File: config.mk
export PLATFORM = sky130hd
export DESIGN_NAME = work_dispatcher_with_timeout_reassign_core
export DESIGN_NICKNAME = d
export VERILOG_FILES = /design/src/rtl/core/wdtr_pkg.sv /design/src/rtl/core/wdtr_ram.sv /design/src/rtl/core/wdtr_ctrl.sv /design/src/rtl/core/wdtr_dpath.sv /design/src/rtl/core/work_dispatcher_with_timeout_reassign_core.sv
export SDC_FILE = /design/constraint.sdc
export NUM_CORES = 1
export LEC_CHECK = 0
export BUFFER_PORTS_ARGS = -buffer_cell sky130_fd_sc_hd__buf_2
export CAP_MARGIN = 10
export CORE_ASPECT_RATIO = 0.9
export CORE_MARGIN = 4
export CORE_UTILIZATION = 35
export DETAILED_ROUTE_END_ITERATION = 10
export GPL_TIMING_DRIVEN = 0
export SYNTH_ARGS = -nofsm -noshare
export SYNTH_HDL_FRONTEND = slang
export SYNTH_SLANG_ARGS = --single-unit
File: constraint.sdc
create_clock -name clk -period 7.6 [get_ports clk]
set_input_delay 1.9 -clock clk [delete_from_list [all_inputs] [get_ports clk]]
set_output_delay 1.9 -clock clk [all_outputs]
set_load 0.02 [all_outputs]
File: src/rtl/core/wdtr_pkg.sv
`default_nettype none

package wdtr_pkg;

  // Sizes fixed by the message and reply formats
  localparam int WORKER_SLOTS_DEF = 16;
  localparam int ITEM_LIMIT       = 65536;
  localparam int CFG_AW           = 4;
  localparam int CNT_W            = 17;
  localparam int ITEM_W           = 16;
  localparam int WID_W            = 4;
  localparam int TICK_W           = 32;

  localparam logic [CNT_W-1:0]  CNT_MAX     = '1;
  localparam logic [CNT_W-1:0]  TOTAL_RST   = '0;
  localparam logic [WID_W-1:0]  WCOUNT_RST  = 4'd1;
  localparam logic [TICK_W-1:0] TIMEOUT_RST = 32'd150;
  localparam logic [3:0]        EXIT_MAX    = 4'd15;

  // Reply codes
  typedef enum logic [1:0] {
    KIND_TAKE  = 2'd0,
    KIND_SLEEP = 2'd1,
    KIND_EXIT  = 2'd2
  } reply_kind_t;

  // Register map, word index
  typedef enum logic [1:0] {
    REG_TOTAL   = 2'd0,
    REG_WCOUNT  = 2'd1,
    REG_TIMEOUT = 2'd2
  } cfg_reg_t;

  // Controller states
  typedef enum logic [1:0] {
    ST_IDLE = 2'd0,
    ST_EVAL = 2'd1,
    ST_SCAN = 2'd2,
    ST_PUSH = 2'd3
  } state_t;

  // Controller to datapath
  typedef struct packed {
    logic cap;   // latch incoming request
    logic eval;  // apply report, pick grant / scan / exit
    logic scan;  // walk one slot
    logic push;  // load reply into output register
  } dp_cmd_t;

  // Datapath to controller
  typedef struct packed {
    logic reply;     // reply known at evaluation
    logic scan;      // timeout scan needed
    logic hit;       // stale slot found this cycle
    logic done;      // scan finished, nothing stale
    logic out_free;  // output register can take a reply
  } dp_stat_t;

endpackage

`default_nettype wire

File: src/rtl/core/wdtr_ram.sv
`default_nettype none

module wdtr_ram #(
  parameter int WIDTH = 8,
  parameter int DEPTH = 16
) (
  input  logic                     clk,
  input  logic                     we,
  input  logic [$clog2(DEPTH)-1:0] waddr,
  input  logic [WIDTH-1:0]         wdata,
  input  logic [$clog2(DEPTH)-1:0] raddr,
  output logic [WIDTH-1:0]         rdata
);

  logic [WIDTH-1:0] mem_r [DEPTH];
  logic [WIDTH-1:0] rdata_r;

  // One write port, one registered read port
  always_ff @(posedge clk) begin
    if (we) begin
      mem_r[waddr] <= wdata;
    end
    rdata_r <= mem_r[raddr];
  end

  assign rdata = rdata_r;

endmodule

`default_nettype wire

File: src/rtl/core/wdtr_ctrl.sv
`default_nettype none

module wdtr_ctrl (
  input  logic               clk,
  input  logic               rst_n,
  input  logic               in_valid,
  output logic               in_stall,
  input  wdtr_pkg::dp_stat_t stat,
  output wdtr_pkg::dp_cmd_t  cmd
);

  wdtr_pkg::state_t state_r, state_nxt;

  always_ff @(posedge clk) begin
    if (!rst_n) begin
      state_r <= wdtr_pkg::ST_IDLE;
    end else begin
      state_r <= state_nxt;
    end
  end

  // Next state
  always_comb begin
    state_nxt = state_r;
    unique case (state_r)
      wdtr_pkg::ST_IDLE: begin
        if (in_valid) state_nxt = wdtr_pkg::ST_EVAL;
      end
      wdtr_pkg::ST_EVAL: begin
        if (stat.reply)     state_nxt = wdtr_pkg::ST_PUSH;
        else if (stat.scan) state_nxt = wdtr_pkg::ST_SCAN;
        else                state_nxt = wdtr_pkg::ST_IDLE;
      end
      wdtr_pkg::ST_SCAN: begin
        if (stat.hit || stat.done) state_nxt = wdtr_pkg::ST_PUSH;
      end
      wdtr_pkg::ST_PUSH: begin
        if (stat.out_free) state_nxt = wdtr_pkg::ST_IDLE;
      end
      default: state_nxt = wdtr_pkg::ST_IDLE;
    endcase
  end

  // Commands
  always_comb begin
    cmd      = '0;
    in_stall = 1'b1;
    unique case (state_r)
      wdtr_pkg::ST_IDLE: begin
        in_stall = 1'b0;
        cmd.cap  = in_valid;
      end
      wdtr_pkg::ST_EVAL: cmd.eval = 1'b1;
      wdtr_pkg::ST_SCAN: cmd.scan = 1'b1;
      wdtr_pkg::ST_PUSH: cmd.push = stat.out_free;
      default: ;
    endcase
  end

endmodule

`default_nettype wire

File: src/rtl/core/wdtr_dpath.sv
`default_nettype none

module wdtr_dpath #(
  parameter int WORKER_SLOTS = wdtr_pkg::WORKER_SLOTS_DEF
) (
  input  logic                             clk,
  input  logic                             rst_n,
  input  wdtr_pkg::dp_cmd_t                cmd,
  output wdtr_pkg::dp_stat_t               stat,
  // request
  input  logic                             in_opcode,
  input  logic [wdtr_pkg::WID_W-1:0]       in_worker_id,
  input  logic [wdtr_pkg::TICK_W-1:0]      in_now_ticks,
  // reply
  input  logic                             out_stall,
  output logic                             out_valid,
  output logic [1:0]                       out_reply_kind,
  output logic [wdtr_pkg::ITEM_W-1:0]      out_item_index,
  output logic [wdtr_pkg::WID_W-1:0]       out_dest_worker,
  output logic                             out_any_failure,
  output logic                             out_all_exited,
  // register access
  input  logic                             cfg_wr,
  input  logic [wdtr_pkg::CFG_AW-1:0]      paddr,
  input  logic [31:0]                      pwdata,
  output logic [31:0]                      prdata
);

  localparam int AW = $clog2(WORKER_SLOTS);
  localparam int SW = wdtr_pkg::ITEM_W + wdtr_pkg::TICK_W;

  // Configuration
  logic [wdtr_pkg::CNT_W-1:0]  total_r;
  logic [wdtr_pkg::WID_W-1:0]  wcount_r;
  logic [wdtr_pkg::TICK_W-1:0] timeout_r;

  // Progress
  logic [wdtr_pkg::CNT_W-1:0]  next_r, fin_r, fin_new;
  logic [3:0]                  exit_r;
  logic                        fail_r;
  logic [WORKER_SLOTS-1:0]     busy_r, busy_nxt;

  // Latched request
  logic                        op_r;
  logic [wdtr_pkg::WID_W-1:0]  wid_r;
  logic [wdtr_pkg::TICK_W-1:0] now_r;

  // Pending reply
  wdtr_pkg::reply_kind_t       kind_r;
  logic [wdtr_pkg::ITEM_W-1:0] item_r;

  // Scan pointers
  logic [wdtr_pkg::WID_W-1:0]  rd_ptr_r, chk_ptr_r, last;
  logic                        chk_vld_r;

  // Output register
  logic                        out_valid_r;
  logic [1:0]                  out_kind_r;
  logic [wdtr_pkg::ITEM_W-1:0] out_item_r;
  logic [wdtr_pkg::WID_W-1:0]  out_dest_r;
  logic                        out_fail_r, out_exited_r;

  // Slot table
  logic                        has_slot, slot_we;
  logic [AW-1:0]               wslot, cslot;
  logic [SW-1:0]               slot_wdata, slot_rdata;
  logic [wdtr_pkg::ITEM_W-1:0] rd_item;
  logic [wdtr_pkg::TICK_W-1:0] rd_stamp, age;

  logic grant_c, scan_c, exit_c, hit_c, done_c;
  logic [wdtr_pkg::CNT_W-1:0] total_in;

  assign has_slot = 32'(wid_r) < WORKER_SLOTS;
  assign wslot    = AW'(wid_r);
  assign cslot    = AW'(chk_ptr_r);
  assign rd_item  = slot_rdata[SW-1 -: wdtr_pkg::ITEM_W];
  assign rd_stamp = slot_rdata[wdtr_pkg::TICK_W-1:0];
  assign age      = now_r - rd_stamp;

  // Highest worker scanned
  always_comb begin
    if (32'(wcount_r) > WORKER_SLOTS - 1) last = wdtr_pkg::WID_W'(WORKER_SLOTS - 1);
    else                                  last = wcount_r;
  end

  // Report first, then decide
  assign fin_new = (op_r && fin_r != wdtr_pkg::CNT_MAX) ? fin_r + 1'b1 : fin_r;
  assign grant_c = next_r < total_r;
  assign scan_c  = !grant_c && (fin_new < total_r) && (next_r == total_r);
  assign exit_c  = !grant_c && !scan_c && (fin_new == total_r);

  // Slot check against data read last cycle
  assign hit_c  = cmd.scan && chk_vld_r && busy_r[cslot] && (age > timeout_r);
  assign done_c = cmd.scan && chk_vld_r && !hit_c && (chk_ptr_r == last);

  always_comb begin
    stat          = '0;
    stat.reply    = grant_c || exit_c || (scan_c && last == '0);
    stat.scan     = scan_c && last != '0;
    stat.hit      = hit_c;
    stat.done     = done_c;
    stat.out_free = !out_valid_r || !out_stall;
  end

  // Slot write on grant or reassignment
  assign slot_we    = has_slot && ((cmd.eval && grant_c) || hit_c);
  assign slot_wdata = {(hit_c ? rd_item : next_r[wdtr_pkg::ITEM_W-1:0]), now_r};

  wdtr_ram #(
    .WIDTH (SW),
    .DEPTH (WORKER_SLOTS)
  ) u_slots (
    .clk   (clk),
    .we    (slot_we),
    .waddr (wslot),
    .wdata (slot_wdata),
    .raddr (AW'(rd_ptr_r)),
    .rdata (slot_rdata)
  );

  // Busy bits: clear on report and on take-back, set on write
  always_comb begin
    busy_nxt = busy_r;
    if (cmd.eval && op_r && has_slot) busy_nxt[wslot] = 1'b0;
    if (hit_c)                        busy_nxt[cslot] = 1'b0;
    if (slot_we)                      busy_nxt[wslot] = 1'b1;
  end

  // Configuration writes, total clamped to the item limit
  assign total_in = pwdata[wdtr_pkg::CNT_W-1:0];

  always_ff @(posedge clk) begin
    if (!rst_n) begin
      total_r   <= wdtr_pkg::TOTAL_RST;
      wcount_r  <= wdtr_pkg::WCOUNT_RST;
      timeout_r <= wdtr_pkg::TIMEOUT_RST;
    end else if (cfg_wr) begin
      case (wdtr_pkg::cfg_reg_t'(paddr[3:2]))
        wdtr_pkg::REG_TOTAL: begin
          if (32'(total_in) > 32'(wdtr_pkg::ITEM_LIMIT))
            total_r <= wdtr_pkg::CNT_W'(wdtr_pkg::ITEM_LIMIT);
          else
            total_r <= total_in;
        end
        wdtr_pkg::REG_WCOUNT:  wcount_r  <= pwdata[wdtr_pkg::WID_W-1:0];
        wdtr_pkg::REG_TIMEOUT: timeout_r <= pwdata;
        default: ;
      endcase
    end
  end

  // Register read back
  always_comb begin
    unique case (wdtr_pkg::cfg_reg_t'(paddr[3:2]))
      wdtr_pkg::REG_TOTAL:   prdata = 32'(total_r);
      wdtr_pkg::REG_WCOUNT:  prdata = 32'(wcount_r);
      wdtr_pkg::REG_TIMEOUT: prdata = timeout_r;
      default:               prdata = '0;
    endcase
  end

  // Dispatch state
  always_ff @(posedge clk) begin
    if (!rst_n) begin
      next_r    <= '0;
      fin_r     <= '0;
      exit_r    <= '0;
      fail_r    <= 1'b0;
      busy_r    <= '0;
      chk_vld_r <= 1'b0;
    end else begin
      busy_r <= busy_nxt;
      if (cmd.eval) begin
        fin_r     <= fin_new;
        rd_ptr_r  <= wdtr_pkg::WID_W'(1);
        chk_vld_r <= 1'b0;
        if (grant_c) next_r <= next_r + 1'b1;
        if (exit_c && exit_r != wdtr_pkg::EXIT_MAX) exit_r <= exit_r + 1'b1;
      end
      if (cmd.scan) begin
        chk_ptr_r <= rd_ptr_r;
        chk_vld_r <= rd_ptr_r <= last;
        rd_ptr_r  <= rd_ptr_r + 1'b1;
      end
      if (hit_c) fail_r <= 1'b1;
    end
  end

  // Request latch and pending reply
  always_ff @(posedge clk) begin
    if (cmd.cap) begin
      op_r  <= in_opcode;
      wid_r <= in_worker_id;
      now_r <= in_now_ticks;
    end
    if (cmd.eval) begin
      if (grant_c) begin
        kind_r <= wdtr_pkg::KIND_TAKE;
        item_r <= next_r[wdtr_pkg::ITEM_W-1:0];
      end else if (exit_c) begin
        kind_r <= wdtr_pkg::KIND_EXIT;
        item_r <= '0;
      end else begin
        kind_r <= wdtr_pkg::KIND_SLEEP;
        item_r <= '0;
      end
    end else if (hit_c) begin
      kind_r <= wdtr_pkg::KIND_TAKE;
      item_r <= rd_item;
    end
  end

  // Output register
  always_ff @(posedge clk) begin
    if (!rst_n) begin
      out_valid_r <= 1'b0;
    end else if (cmd.push) begin
      out_valid_r <= 1'b1;
    end else if (!out_stall) begin
      out_valid_r <= 1'b0;
    end
  end

  always_ff @(posedge clk) begin
    if (cmd.push) begin
      out_kind_r   <= kind_r;
      out_item_r   <= item_r;
      out_dest_r   <= wid_r;
      out_fail_r   <= fail_r;
      out_exited_r <= exit_r >= wcount_r;
    end
  end

  assign out_valid       = out_valid_r;
  assign out_reply_kind  = out_kind_r;
  assign out_item_index  = out_item_r;
  assign out_dest_worker = out_dest_r;
  assign out_any_failure = out_fail_r;
  assign out_all_exited  = out_exited_r;

endmodule

`default_nettype wire

File: src/rtl/core/work_dispatcher_with_timeout_reassign_core.sv
`default_nettype none

// Work dispatcher: each request is a worker asking for work or reporting
// its item finished; the reply grants the next item, hands over a timed-out
// item, says sleep or says exit. One request is handled at a time. A grant
// or exit reply passes from evaluation to the push state and into the output
// register, waiting in push while the output still holds a stalled reply;
// the next request is taken once it is loaded. A sleep or take-back reply
// walks the slot table one worker per cycle through its single read port,
// checking workers 1 to worker_count, at most WORKER_SLOTS-1. A report
// that draws no reply frees the input after evaluation. A held reply at the
// output does not block the next request, only the next reply.
module work_dispatcher_with_timeout_reassign_core #(
  parameter int WORKER_SLOTS = wdtr_pkg::WORKER_SLOTS_DEF
) (
  input  logic                        clk,
  input  logic                        rst_n,
  // request channel
  input  logic                        in_valid,
  output logic                        in_stall,
  input  logic                        in_opcode,
  input  logic [wdtr_pkg::WID_W-1:0]  in_worker_id,
  input  logic [wdtr_pkg::TICK_W-1:0] in_now_ticks,
  // reply channel
  output logic                        out_valid,
  input  logic                        out_stall,
  output logic [1:0]                  out_reply_kind,
  output logic [wdtr_pkg::ITEM_W-1:0] out_item_index,
  output logic [wdtr_pkg::WID_W-1:0]  out_dest_worker,
  output logic                        out_any_failure,
  output logic                        out_all_exited,
  // configuration
  input  logic                        psel,
  input  logic                        penable,
  input  logic                        pwrite,
  input  logic [wdtr_pkg::CFG_AW-1:0] paddr,
  input  logic [31:0]                 pwdata,
  output logic [31:0]                 prdata,
  output logic                        pready
);

  wdtr_pkg::dp_cmd_t  cmd;
  wdtr_pkg::dp_stat_t stat;
  logic               cfg_wr;

  assign pready = 1'b1;
  assign cfg_wr = psel && penable && pwrite;

  wdtr_ctrl u_ctrl (
    .clk      (clk),
    .rst_n    (rst_n),
    .in_valid (in_valid),
    .in_stall (in_stall),
    .stat     (stat),
    .cmd      (cmd)
  );

  wdtr_dpath #(
    .WORKER_SLOTS (WORKER_SLOTS)
  ) u_dpath (
    .clk             (clk),
    .rst_n           (rst_n),
    .cmd             (cmd),
    .stat            (stat),
    .in_opcode       (in_opcode),
    .in_worker_id    (in_worker_id),
    .in_now_ticks    (in_now_ticks),
    .out_stall       (out_stall),
    .out_valid       (out_valid),
    .out_reply_kind  (out_reply_kind),
    .out_item_index  (out_item_index),
    .out_dest_worker (out_dest_worker),
    .out_any_failure (out_any_failure),
    .out_all_exited  (out_all_exited),
    .cfg_wr          (cfg_wr),
    .paddr           (paddr),
    .pwdata          (pwdata),
    .prdata          (prdata)
  );

endmodule

`default_nettype wire

Word-level counts from Yosys, hierarchy flattened
Memories as Yosys holds them, arrays and structs flattened. A register that Yosys moved wholly into a read port is not among the register bits.
Cells that the tools add are included.
- output and inout bits: 59
- latch bits: 0
- flip-flop bits (word level): 199
- memories: 1
- bits in writable memories: 768
- logic and storage cells: 140
- bits in read-only memories: 0
- input bits: 80
- reductions and logical operators: 43
- eq/ne operators: 14
- multipliers: 0
- $add $sub $neg: 5
- bitwise operators: 5
- multiplexer cells: 39
- shift-type cells: 0
- order comparisons: 10
- divide/modulo/power cells: 0
- memory list (name ; words ; width ; rd ports ; clocked after memory_dff ; write ports ; RTL line ; source):
    u_dpath.u_slots.mem_r ; 16 ; 48 ; 1 ; 1 ; 1 ; wdtr_ram.sv:15 ; logic [WIDTH-1:0] mem_r [DEPTH];
- operator list (cell ; count):
    two-way mux 16 bit ; 7
    one-hot mux 32 bit (3 select lines) ; 1
    adder 17 x 1 -> 17 bit, second input constant ; 2
    equality test 17 bit ; 2
    < comparator 17 bit ; 2
    two-way mux 17 bit ; 2
    bitwise AND 16 bit ; 2
    greater-than comparator 32 bit ; 1
    NOT 16 bit ; 2
    subtractor 32 bit ; 1
    logical AND 1 bit ; 19
    two-way mux 2 bit ; 9
    greater-than comparator 17 bit, second input constant ; 1
    inequality test 17 bit, second input constant ; 1
    bitwise OR 16 bit ; 1
    two-way mux 1 bit ; 14
    AND reduction 2 bit ; 7
    < comparator 4 x 5 -> 1 bit, second input constant ; 2
    adder 4 x 1 -> 4 bit, second input constant ; 2
    demux 1 bit (select 4 bit) ; 2
    greater-or-equal comparator 4 x 1 -> 1 bit, second input constant ; 2
    two-way mux 4 bit ; 2
    one-hot mux 2 bit (4 select lines) ; 1
    equality test 2 bit, second input constant ; 3
    15 further kinds ; 28

Logic depth before layout (Yosys ltp)
- word-level depth: 13
- gate-level depth with buffers: 21
- mapped depth without buffers: 21

Modules after synthesis
Synthesis repeated with hierarchy kept, for this count alone.
- cell total of the unflattened synthesis: 2611
- area, all modules: 42166.7 um2
- by module, submodules not included (module ; area an instance (um2) ; seq. area each (um2) ; cells each ; times used):
    wdtr_ram ; 29691.0 ; 24023.0 ; 1242 ; 1
    wdtr_dpath ; 12308.1 ; 4814.6 ; 1348 ; 1
    wdtr_ctrl ; 150.1 ; 40.0 ; 18 ; 1
    work_dispatcher_with_timeout_reassign_core ; 17.5 ; 0.0 ; 3 ; 1

Worst setup path before layout
Ideal clock, no wire load.
- kind: reg2reg
- from: register u_dpath.now_r[0] in the netlist's numbering
- to: memory u_dpath.u_slots.mem_r[7][0] in the netlist's numbering, enable pin
- library setup time: 454 ps
- cell stages (with the launch flop): 22
- required time: 7146 ps
- clock period less this slack: 7038 ps
- arrival: 6584 ps
- slack: 562 ps
- buffers on the path: 0
- path through: edfxtp_1 -> inv_1 -> ha_1 -> inv_1 -> fa_1 -> a211oi_1 -> o21bai_1 -> a21o_1 -> a22o_1 -> a2111o_1 -> a211oi_1 -> nor2_1 -> o311a_1 -> ha_1 -> nand2_1 -> nor4_1 -> nand4_1 -> a31oi_1 -> o311ai_4 -> o21ai_4 -> nand3_2 -> nor2_1
- cells in the longest elaborated chain, start to end: 6
- RTL lines (element ; RTL line ; source):
    start, declared ; wdtr_dpath.sv:46 ; logic [wdtr_pkg::TICK_W-1:0] now_r;
    start signal, assigned ; wdtr_dpath.sv:194 ; now_r <= in_now_ticks;
    subtractor 32 bit ; wdtr_dpath.sv:78 ; assign age = now_r - rd_stamp;
    greater-than comparator 32 bit ; wdtr_dpath.sv:93 ; assign hit_c = cmd.scan && chk_vld_r && busy_r[cslot] && (age > timeout_r);
    logical AND 1 bit ; wdtr_dpath.sv:93 ;
    logical OR 1 bit ; wdtr_dpath.sv:106 ; assign slot_we = has_slot && ((cmd.eval && grant_c) || hit_c);
    two-way mux 1 bit ; wdtr_ram.sv:20 ; if (we) begin
    two-way mux 1 bit (not written as such) ; wdtr_ram.sv:21 ; mem_r[waddr] <= wdata;
    end, declared ; wdtr_ram.sv:15 ;
Every way passes these cells.

Final worst setup path
- from: register u_dpath.now_r[0] in the netlist's numbering
- to: memory u_dpath.u_slots.mem_r[1][8] in the netlist's numbering, enable pin
The elaborated chain is that of the path after synthesis.

==> flow_metrics.env <==
export IMPL_cts_hold_buf=0
export IMPL_antenna_found_initial=4
export IMPL_clock_skew_ns=0.0595
export IMPL_synth_seq_cells=1015
export IMPL_holdCritStartpoint="u_dpath.item_r[13]"
export IMPL_async_reset_ff_share_pct=0
export IMPL_clk_pin_slew_ns=0.06
export IMPL_die_area_mm2=0.126
export IMPL_port_buffers=134
export IMPL_root_buffer="clkbuf_16"
export IMPL_arrival_ns=7.71
export IMPL_die_x_um=373
export IMPL_drive_above_1_share_pct=22.9
export IMPL_htreeDepth=3
export IMPL_synth_top_flop_cell="edfxtp_1"
export IMPL_maxSlewHeadroom_pct=17.3
export IMPL_drv_cap=0
export IMPL_finalHoldViolations=0
export IMPL_worst_setup_path_type="reg2reg"
export IMPL_vias=23164
export IMPL_worst_pin_slew_ns=1.24
export IMPL_gr_total_overflow=0
export IMPL_seq_area_frac_synth_pct=68.7
export IMPL_syn_to_final_growth_pct=17.0
export IMPL_clk_insertion_delay_late_ns=0.73
export IMPL_ys_warn_count=0
export IMPL_rows=120
export IMPL_ir_drop_v=0.000186
export IMPL_syn_instance_count=2448
export IMPL_crit_path_start_kind="register"
export IMPL_grt_pass1_vias=23035
export IMPL_layout_cells_non_filler=4405
export IMPL_drt_iter0_markers=2684
export IMPL_pin_count=139
export IMPL_core_mm2=0.119
export IMPL_layout_worst_path_cycle_share_pct=96.0
export IMPL_p_leak_nw=16.3
export IMPL_cts_made_buffers=104
export IMPL_grt_first_pass_wirelength_mm=158
export IMPL_die_h_um=337
export IMPL_drc=0
export IMPL_min_period_ns=7.30
export IMPL_place_congestion=0.862
export IMPL_ant_nets=0
export IMPL_clock_path_buffers=3
export IMPL_reg2reg_from="u_dpath.now_r[0]"
export IMPL_p_per_area_mw_per_mm2=283
export IMPL_cp_max_fo=20
export IMPL_synthDistinctLibCells=79
export IMPL_numClockSinks=1015
export IMPL_setup_viol=0
export IMPL_grt_total_usage_pct=17.0
export IMPL_dp_hpwl_mm=75.6
export IMPL_synth_avg_cell_area_um2=17.2
export IMPL_hold_path_class="reg2reg"
export IMPL_numPlacedInstances=4202
export IMPL_grt_max_degree=33
export IMPL_tritoncts="built"
export IMPL_cp_end_kind="register"
export IMPL_synth_edf_count=855
export IMPL_drt_wl_total_mm=108
export IMPL_initial_core_util_pct=35.3
export IMPL_crit_required_ns=8.01
export IMPL_cts_resized=0
export IMPL_fillCellCount=10590
export IMPL_nNetsFinal=2920
export IMPL_status="complete, no violations"
export IMPL_synth_nets=2644
export IMPL_syn_area_mm2=0.0420
export IMPL_final_max_slew_violation_count=0
export IMPL_rsz0062_at_grt="no"
export IMPL_drtPass1Iterations=5
export IMPL_startpoint="u_dpath.now_r[0]"
export IMPL_max_freq_mhz=137
export IMPL_viasPerCell=5.26
export IMPL_totalPowerFinal_mw=13.9
export IMPL_post_cts_buffers=0
export IMPL_wire_per_inst_um=24.5
-- registers in the layout, indices dropped and copies added, names as in the netlist, 16 cells and up, named ones only --
| signal | flops |
|---|---|
| u_dpath.u_slots.mem_r | 768 |
| u_dpath.u_slots.rdata | 48 |
| u_dpath.now_r | 32 |
| u_dpath.timeout_r | 32 |
| u_dpath.fin_r | 17 |
| u_dpath.next_r | 17 |
| u_dpath.total_r | 17 |
| u_dpath.busy_r | 16 |
| u_dpath.item_r | 16 |
| u_dpath.out_item_index | 16 |
-- per-layer routing --
metal	vias up	track usage [%]	wire length [um]
met2	836	26.8	50400
li1	10217	-	-
met5	-	0	0
met3	163	2.63	6870
met4	0	5.35	2890
met1	11948	24.3	47600
-- metrics by stage --
stage                      TNS, ns  worst slack [ns]  utilization, %  instance area [um2]  hold slack [ns]
final                            0             0.305            41.3                49200            0.414
after global routing             0            0.0384            41.3                49200            0.423
after CTS                        0             0.280            41.3                49100            0.412
after detailed placement         0             0.286            38.3                45600            0.405
after global placement    -2427.98             -3.43            37.5                44700            0.404
after floorplan                  0             0.562               -                42000            0.400
-- power by group --
group          internal (mW)  switching, mW  leakage (nW)  total, mW
Sequential              6.33          0.218          8.89       6.55
Combinational          0.814           1.31          5.61       2.12
Clock                   3.03           2.20          1.76       5.23
Total                   10.2           3.73          16.3       13.9
-- worst paths after layout --
check / end / slack (ns) / depth (start not counted)
worst min-delay path: u_dpath.out_item_index[13] / 0.41 / 0
worst max register to register: u_dpath.u_slots.mem_r[1][8] / 0.30 / 23
worst min register to register: u_dpath.out_item_index[13] / 0.41 / 0
worst max-delay path: u_dpath.u_slots.mem_r[1][8] / 0.30 / 23
-- layout by cell type, fill, tap and decap left out, drive strengths merged, types with 13 or more instances in the layout --
cell type / instances
o2bb2ai: 15
nor3: 13
xor2: 23
inv: 106
mux4: 245
mux2: 19
nand4: 24
clkinv: 37
a21o: 13
or3: 15
o211ai: 16
edfxtp: 855
a21oi: 49
a21boi: 43
a22oi: 17
ha: 115
nor2b: 45
o21ai: 50
and2: 43
nand2: 158
clkbuf: 228
buf: 197
xnor2: 45
dfxtp: 160
and3: 14
nand3: 36
nor2: 87
mux2i: 25
-- worst max-delay path: stages, from the launching register on --
cell and delay [ns]:
edfxtp_1 0.66, inv_1 0.16, ha_1 0.19, inv_1 0.06, fa_1 0.42, a211oi_1 0.23
o21bai_1 0.10, a21o_1 0.23, a22o_1 0.31, a311oi_2 0.59, o311ai_0 0.24, a21oi_1 0.21
xnor2_1 0.09, ha_1 0.30, nand4_1 0.12, nor4_1 0.44, nand4_1 0.26, a31oi_1 0.30
o311ai_4 0.28, o21ai_4 0.21, nand2_2 0.28, nor2_4 0.81, buf_16 0.25, buf_16 0.18
-- cell usage after synthesis (4+ instances only) --
library cell / instances / area share [%]
edfxtp_1: 855 / 61
mux4_2: 243 / 13
dfxtp_1: 160 / 7.6
nand2_1: 155 / 1.4
ha_1: 115 / 3.4
inv_1: 103 / 0.92
nor2_1: 86 / 0.77
clkbuf_1: 77 / 0.69
a21oi_1: 49 / 0.58
o21ai_0: 46 / 0.55
nor2b_1: 45 / 0.67
xnor2_1: 45 / 0.94
and2_1: 43 / 0.64
a21boi_0: 42 / 0.75
nand3_1: 35 / 0.42
mux2i_1: 25 / 0.60
nand4_1: 23 / 0.34
xor2_1: 23 / 0.48
mux2_2: 19 / 0.51
a22oi_1: 17 / 0.30
o211ai_1: 16 / 0.29
buf_1: 15 / 0.13
o2bb2ai_1: 15 / 0.31
or3_1: 15 / 0.22
a21o_1: 13 / 0.23
and3_1: 13 / 0.19
nor3_1: 13 / 0.15
nand2b_1: 12 / 0.18
a211oi_1: 11 / 0.20
nor4_1: 11 / 0.16
o22ai_1: 9 / 0.13
buf_2: 7 / 0.083
o2111ai_1: 7 / 0.15
nor3b_1: 6 / 0.11
a31oi_1: 5 / 0.074
o21a_1: 5 / 0.089
nand3b_1: 4 / 0.071
o21bai_1: 4 / 0.071
-- logic make-up (layout without fill, tap and decap cells) --
kind of cell               count (synthesis)  in the layout  share of synthesized area, %
buffers and inverters                    207            575                          1.94
adders and majority gates                116            116                          3.47
and+or+nand+nor                          481            481                          5.72
other                                      1              4                       0.00892
DFF                                     1015           1015                          68.7
muxes                                    289            289                          14.2
xor gates and xnor gates                  68             68                          1.42
AOI/OAI and AO/OA                        271            271                          4.50
-- final cells by class --
| type | count | area [um2] | area share (%) |
|---|---|---|---|
| diodes | 3 | 7.51 | 0.0153 |
| multi-input cells | 1226 | 12500 | 25.4 |
| inverters | 103 | 387 | 0.786 |
| plain buffers | 104 | 429 | 0.872 |
| clock inverters | 47 | 495 | 1.01 |
| flip-flops and latches | 1015 | 28900 | 58.7 |
| clock buffers | 151 | 3070 | 6.25 |
| well taps | 1586 | 1980 | 4.03 |
| repair buffers | 170 | 1460 | 2.96 |
(Power assumes the default switching activity.)
